## src/sv/sem_pkg.sv

```systemverilog
// sketch entity mirror: shared widths, register indexes, kind codes and helpers
// used by every module of the block; depends on nothing
`timescale 1ns / 1ps
package sem_pkg;

    localparam int COORD_W    = 32;
    localparam int ANGLE_W    = 24;
    localparam int RADIUS_W   = 31;
    localparam int ID_W       = 16;
    localparam int KIND_W     = 3;
    localparam int OKIND_W    = 2;
    localparam int CFG_IDX_W  = 3;
    localparam int CFG_DATA_W = 32;

    // line direction after range folding, |d| <= 2^30
    localparam int DIR_W   = 32;
    localparam int DIFF_W  = COORD_W + 1;
    localparam int KW      = 63;              // ca = dx^2 - dy^2, cb = 2 dx dy
    localparam int LEN_W   = 62;              // dx^2 + dy^2
    localparam int SPLIT   = 31;              // low part of a coefficient
    localparam int PROD_W  = (KW - SPLIT) + DIFF_W;
    localparam int NUM_W   = 97;
    localparam int QB      = 34;              // quotient bits, |q| < 2^33
    localparam int MAG_W   = LEN_W + QB;
    localparam int SAT_IN_W = QB + 2;
    localparam int LANE_LAT = 6 + QB + 2;

    localparam int MAX_STEPS = 24;
    localparam int CNT_W     = 5;
    localparam int CX_W      = 34;
    localparam int ZW        = 26;
    localparam int PI_Q16    = 205887;

    typedef logic [CFG_IDX_W-1:0] t_cfg_idx;
    localparam t_cfg_idx REG_START_X = 3'd0;
    localparam t_cfg_idx REG_START_Y = 3'd1;
    localparam t_cfg_idx REG_END_X   = 3'd2;
    localparam t_cfg_idx REG_END_Y   = 3'd3;
    localparam t_cfg_idx REG_MODE    = 3'd4;
    localparam t_cfg_idx REG_SKIP_EN = 3'd5;
    localparam t_cfg_idx REG_SKIP_ID = 3'd6;

    localparam logic [KIND_W-1:0] K_POINT  = 3'd0;
    localparam logic [KIND_W-1:0] K_LINE   = 3'd1;
    localparam logic [KIND_W-1:0] K_CIRCLE = 3'd2;
    localparam logic [KIND_W-1:0] K_ARC    = 3'd3;

    localparam logic [OKIND_W-1:0] OK_LINE = 2'd1;
    localparam logic [OKIND_W-1:0] OK_ARC  = 2'd3;

    typedef struct packed {
        logic signed [KW-1:0] ca;
        logic signed [KW-1:0] cb;
        logic [LEN_W-1:0]     den;
        logic                 zero;
    } t_coef;

    // atan(2^-i) in Q.16
    function automatic logic [15:0] atan_q16(input logic [CNT_W-1:0] i);
        logic [15:0] v;
        unique case (i)
            5'd0:  v = 16'd51472;
            5'd1:  v = 16'd30386;
            5'd2:  v = 16'd16055;
            5'd3:  v = 16'd8150;
            5'd4:  v = 16'd4091;
            5'd5:  v = 16'd2047;
            5'd6:  v = 16'd1024;
            5'd7:  v = 16'd512;
            5'd8:  v = 16'd256;
            5'd9:  v = 16'd128;
            5'd10: v = 16'd64;
            5'd11: v = 16'd32;
            5'd12: v = 16'd16;
            5'd13: v = 16'd8;
            5'd14: v = 16'd4;
            5'd15: v = 16'd2;
            5'd16: v = 16'd1;
            default: v = 16'd0;
        endcase
        return v;
    endfunction

    function automatic logic signed [COORD_W-1:0] sat_coord(
        input logic signed [SAT_IN_W-1:0] v);
        logic signed [COORD_W-1:0] r;
        if (v[SAT_IN_W-1:COORD_W-1] == '0 || v[SAT_IN_W-1:COORD_W-1] == '1) begin
            r = v[COORD_W-1:0];
        end else if (v[SAT_IN_W-1]) begin
            r = {1'b1, {(COORD_W-1){1'b0}}};
        end else begin
            r = {1'b0, {(COORD_W-1){1'b1}}};
        end
        return r;
    endfunction

    function automatic logic signed [ANGLE_W-1:0] sat_angle(input logic signed [ZW-1:0] v);
        logic signed [ANGLE_W-1:0] r;
        if (v[ZW-1:ANGLE_W-1] == '0 || v[ZW-1:ANGLE_W-1] == '1) begin
            r = v[ANGLE_W-1:0];
        end else if (v[ZW-1]) begin
            r = {1'b1, {(ANGLE_W-1){1'b0}}};
        end else begin
            r = {1'b0, {(ANGLE_W-1){1'b1}}};
        end
        return r;
    endfunction

endpackage

```

## src/sv/sem_cordic.sv

```systemverilog
// iterative vectoring cordic for the mirror line angle, one step per cycle
// depends on sem_pkg
`timescale 1ns / 1ps
module sem_cordic import sem_pkg::*; #(
    parameter int STEPS = 16
) (
    input  logic                      i_clk,
    input  logic                      i_rst_n,
    input  logic                      i_load,
    input  logic signed [DIR_W-1:0]   i_dx,
    input  logic signed [DIR_W-1:0]   i_dy,
    output logic signed [ANGLE_W-1:0] o_angle,
    output logic                      o_busy
);

    localparam int LAST = ((STEPS < MAX_STEPS) ? STEPS : MAX_STEPS) - 1;

    logic signed [CX_W-1:0]    r_x, r_y, n_x, n_y, xs, ys;
    logic signed [ZW-1:0]      r_z, n_z, at;
    logic [CNT_W-1:0]          r_cnt;
    logic                      r_run;
    logic signed [ANGLE_W-1:0] r_angle;

    assign xs = r_x >>> r_cnt;
    assign ys = r_y >>> r_cnt;
    assign at = $signed(ZW'(atan_q16(r_cnt)));

    always_comb begin
        n_x = r_x;
        n_y = r_y;
        n_z = r_z;
        if (r_y > 0) begin
            n_x = r_x + ys;
            n_y = r_y - xs;
            n_z = r_z + at;
        end else if (r_y < 0) begin
            n_x = r_x - ys;
            n_y = r_y + xs;
            n_z = r_z - at;
        end
    end

    always_ff @(posedge i_clk) begin
        if (!i_rst_n) begin
            r_run   <= 1'b0;
            r_cnt   <= '0;
            r_angle <= '0;
        end else if (i_load) begin
            r_run <= 1'b1;
            r_cnt <= '0;
            // fold into the right half plane
            if (i_dx < 0) begin
                r_x <= -CX_W'(i_dx);
                r_y <= -CX_W'(i_dy);
                r_z <= (i_dy < 0) ? -ZW'(PI_Q16) : ZW'(PI_Q16);
            end else begin
                r_x <= CX_W'(i_dx);
                r_y <= CX_W'(i_dy);
                r_z <= '0;
            end
        end else if (r_run) begin
            r_x   <= n_x;
            r_y   <= n_y;
            r_z   <= n_z;
            r_cnt <= r_cnt + 1'b1;
            if (r_cnt == CNT_W'(LAST)) begin
                r_run   <= 1'b0;
                r_angle <= sat_angle(n_z);
            end
        end
    end

    assign o_angle = r_angle;
    assign o_busy  = r_run;

endmodule
```

## config.mk

```make
export PLATFORM = sky130hd
export DESIGN_NAME = sem_cordic
export DESIGN_NICKNAME = d
export VERILOG_FILES = /design/src/sv/sem_pkg.sv /design/src/sv/sem_cordic.sv
export SDC_FILE = /design/constraint.sdc
export NUM_CORES = 1
export LEC_CHECK = 0
export BUFFER_PORTS_ARGS = -buffer_cell sky130_fd_sc_hd__buf_2
export CORE_MARGIN = 1.5
export CORE_UTILIZATION = 55
export DETAILED_ROUTE_END_ITERATION = 12
export HOLD_SLACK_MARGIN = 0.03
export PLACE_DENSITY = 0.76
export SLEW_MARGIN = 10
export SYNTH_ARGS = -nofsm -noshare
export SYNTH_HDL_FRONTEND = slang
export SYNTH_SLANG_ARGS = --single-unit
export TNS_END_PERCENT = 5
```

## constraint.sdc

```tcl
create_clock -name i_clk -period 5.4 [get_ports i_clk]
set_clock_uncertainty 0.1 [all_clocks]
set_input_delay 1.08 -clock i_clk [delete_from_list [all_inputs] [get_ports i_clk]]
set_output_delay 1.08 -clock i_clk [all_outputs]
set_load 0.03 [all_outputs]
```

==> out/qor.txt <==
Worst Hold Path EP: o_angle[5]
mapped cell area: 0.01863 mm2
final WL: 79.19 mm
post-route setup slack: -458.3 ps
CP max-delay cell: edfxtp_1
Die H: 187.1 um
reg2reg path depth: 20
#FFs+latches synth: 140
Worst slew margin: 0.1822
final setup fails: 17
GR peak layer: met2
Yosys cell types: 96
average wire per standard cell: 24.12 um
layout cells sized above 1: 0.3611
CTS sink cnt: 140
site row count: 67
buffers plus inverters on the worst setup path: 2
largest net degree at the start of global routing: 88
Worst path top cell family by delay: compound AO/OA/AOI/OAI gates
HP Start: o_angle[5]
Worst R2R End: r_y[26]
Internal: 5.566 mW
Util after Layout: 0.7597
Max Cap Violations: 0
synth warn: 0
number of global-route vias before repair: 20,840
fin crit period: 5858 ps
largest area contributor in the netlist: edfxtp_1
met1 Use GR: 0.5469
logic gate share of total power: 0.721
grt total ovfl: 0
Clk network pwr share: 0.117
clk_lat worst skew: 470 ps
mux cell area share after synthesis: 0.1619
element type at the critical path end: flip-flop
flop2flop setup slack: -460 ps
adder-cell area share of the yosys netlist: 0.07883
Mapped Cells: 2,236
post-synthesis xor/xnor area fraction: 0.09541
Final #Nets: 3,005
top_reg_cell synth: edfxtp_1
part of the Yosys area used for sequential elements: 0.2009
status: finished with violations
vias post-DR: 21,830
CTS Buf Count: 17
violations in the final reports: setup timing
Worst Hold Class: flip-flop to flip-flop
initial antenna violation count: 1
worst path required time: 5480 ps
Area Overhead vs Synth: 36.36%
HPWL after DPL: 58.90 mm
synth top area cells: edfxtp_1, mux4_2, ha_1, xnor2_1, o21ai_0
GR Layer Usage met3: 0.09381
Clock Path Buffers: 2
post-synthesis compound-gate area fraction: 0.2374
number of flops mapped to enable cells by yosys: 94
largest family of logic cells by synthesized area: compound AO/OA/AOI/OAI gates
syn_nets: 2,418
ant diodes: 0
global-route wire length before repair: 117.2 mm
first-iteration detailed-routing DRC count: 2,542
sw frac: 0.4507
critical path arrival: 5930 ps
pwr/cell area: 398.8 mW/mm2
antenna viol nets, final: 0
Slew @ Worst Pin: 1225 ps
starting density of the core: 0.5571
Static Leakage: 10.76 nW
area of the core: 0.03345 mm2
fraction of registers with async set/reset: 0
total track usage: 0.4331
switching power: 4.568 mW
final hold vios: 0
Port-buffer cells: 91
first drt pass iteration count: 11
Max IR drop VDD: 0.0004767 V
H-tree Lvls: 4
hold path depth: 2
Post-Place Setup Slack: -737.8 ps
final worst path period share: 1.085
worst-path cell chain: buf_4 > mux2_4 > mux4_2 > mux2_2 > a211o_1 > nand4b_4 > or3_4 > nor2_4 > nand2_4 > o21ai_0 > xor2_1 > ha_1 > inv_1 > o211ai_1 > o21ai_2 > o31ai_4 > or2_4 > a221oi_2 > xor2_1 > o21ai_0
reg2reg start: r_x[15]
worst stage delay on the critical path: 500 ps
top-level port count: 92
most frequent cells in the layout: buf_4, nand2_1, nor2_1
Synth Area in Simple Gates: 0.1758
clk slew on worst S/H paths: 70 ps
Root Buffer: clkbuf_16
critical path class: flip-flop to flip-flop
Syn Area/Cell: 8.334 um2
CTS tree: built
gpl congestion: 1.039
top achievable clock speed: 0.1707 GHz
via density per instance: 6.646
met2 usage: 0.7080
Startpoint Class: flip-flop
commonest non-fill, non-tap cell in the layout: buf_4
DIE WIDTH: 187.1 um
die area: 0.03499 mm2
sequential group share of total power: 0.162
Synth top area share: 0.1515
Slew Viols, Final: 0
DRC: 0
Max FO, Critical Path: 5
# fillers: 2,411
hold_buf cts: 0
Setup crit start: r_x[15]
unrepaired setup endpoints after global routing: true
-- sequential cells by signal, summed over array words and instances, names as in the netlist --
signal / cells
o_busy: 1
r_z: 26
o_angle: 24
r_y: 34
r_x: 34
r_cnt: 5
at: 16
-- Yosys cell counts, types with 14 or more instances --
| cell | instances |
|---|---|
| and3_1 | 25 |
| o21ai_0 | 195 |
| o22ai_1 | 24 |
| o21bai_1 | 15 |
| nand3_1 | 36 |
| buf_2 | 24 |
| mux2i_1 | 57 |
| nor2b_1 | 25 |
| a211oi_1 | 40 |
| o31ai_1 | 33 |
| dfxtp_1 | 46 |
| a21oi_1 | 171 |
| nand4_1 | 14 |
| nor2_1 | 190 |
| buf_1 | 23 |
| a31oi_1 | 32 |
| mux2_2 | 27 |
| nand2_1 | 214 |
| xor2_1 | 73 |
| mux4_2 | 89 |
| nand2b_1 | 49 |
| nor4_1 | 18 |
| edfxtp_1 | 94 |
| xnor2_1 | 130 |
| nor3_1 | 32 |
| ha_1 | 111 |
| or3_1 | 17 |
| clkbuf_1 | 77 |
| a21o_1 | 32 |
| and2_1 | 19 |
| inv_1 | 71 |
-- power by group through the flow --
stage	clock, mW	sequential, mW	combinational [mW]
global placement	0	1.62	6.08
CTS	1.18	1.61	6.68
global route	1.22	1.64	7.71
finish	1.19	1.64	7.31
detailed placement	0	1.63	6.25
floorplan	0	1.58	3.51
-- through the flow --
step           power (mW)  area (um2)  cells  hold WS, ps  setup TNS, ps
2_1_floorplan       5.089       18640   2236        528.0         -941.7
3_3_place_gp        7.701       23280   3176        414.8          -9065
3_5_place_dp        7.886       23280   3176        422.8         -12770
4_1_cts             9.476       24870   3259        442.1          -1366
5_1_grt             10.58       25410   3284        468.2          -6654
6_report            10.13       25410   3284        443.7          -3932
-- logic make-up after synthesis --
| logic type | count (synthesis) |
|---|---|
| compound gates | 698 |
| xor+xnor | 203 |
| fa+ha+maj | 115 |
| buf+inv | 215 |
| flops | 140 |
| mux | 183 |
| simple gates | 682 |
-- routing by layer --
| layer | wire length, um | vias to the layer above |
|---|---|---|
| met2 | 36220 | 1442 |
| met4 | 4587 | 0 |
| met1 | 30320 | 10460 |
| li1 | - | 9590 |
| met5 | 0 | - |
| met3 | 8074 | 329 |
-- area by class of cell --
type | count | area (um2) | area share
Inverter | 74 | 282.8 | 0.01113
Sequential cell | 140 | 3757 | 0.1479
Clock buffer | 17 | 425.4 | 0.01674
Clock inverter | 15 | 132.6 | 0.005220
Tap cell | 448 | 560.5 | 0.02206
Multi-Input combinational cell | 1881 | 14800 | 0.5826
Timing Repair Buffer | 709 | 5446 | 0.2143
-- tightest hold or removal path, delay by kind of cell, from the launching register on --
family	cells	cell delay [ps]
flip-flops	1	320
AO/OA/AOI/OAI	2	190
-- worst max path at each step --
stage               to  slack (ps)  cells after the start
3_5_place_dp   r_x[33]        -740                     24
6_report       r_y[26]        -460                     20
5_1_grt        r_y[32]        -490                     21
2_1_floorplan  r_x[33]        -330                     25
4_1_cts        r_x[33]        -210                     26
3_3_place_gp   r_y[32]        -650                     23
-- timing repair --
| action | in CTS | in global routing |
|---|---|---|
| setup buffers | 50 | 26 |
| cloned | 2 | 0 |
| resized for setup | 145 | 79 |
| setup endpoints to repair | 34 | 32 |
| pin swaps | 60 | 61 |
Power figures use the tool's default switching activity.
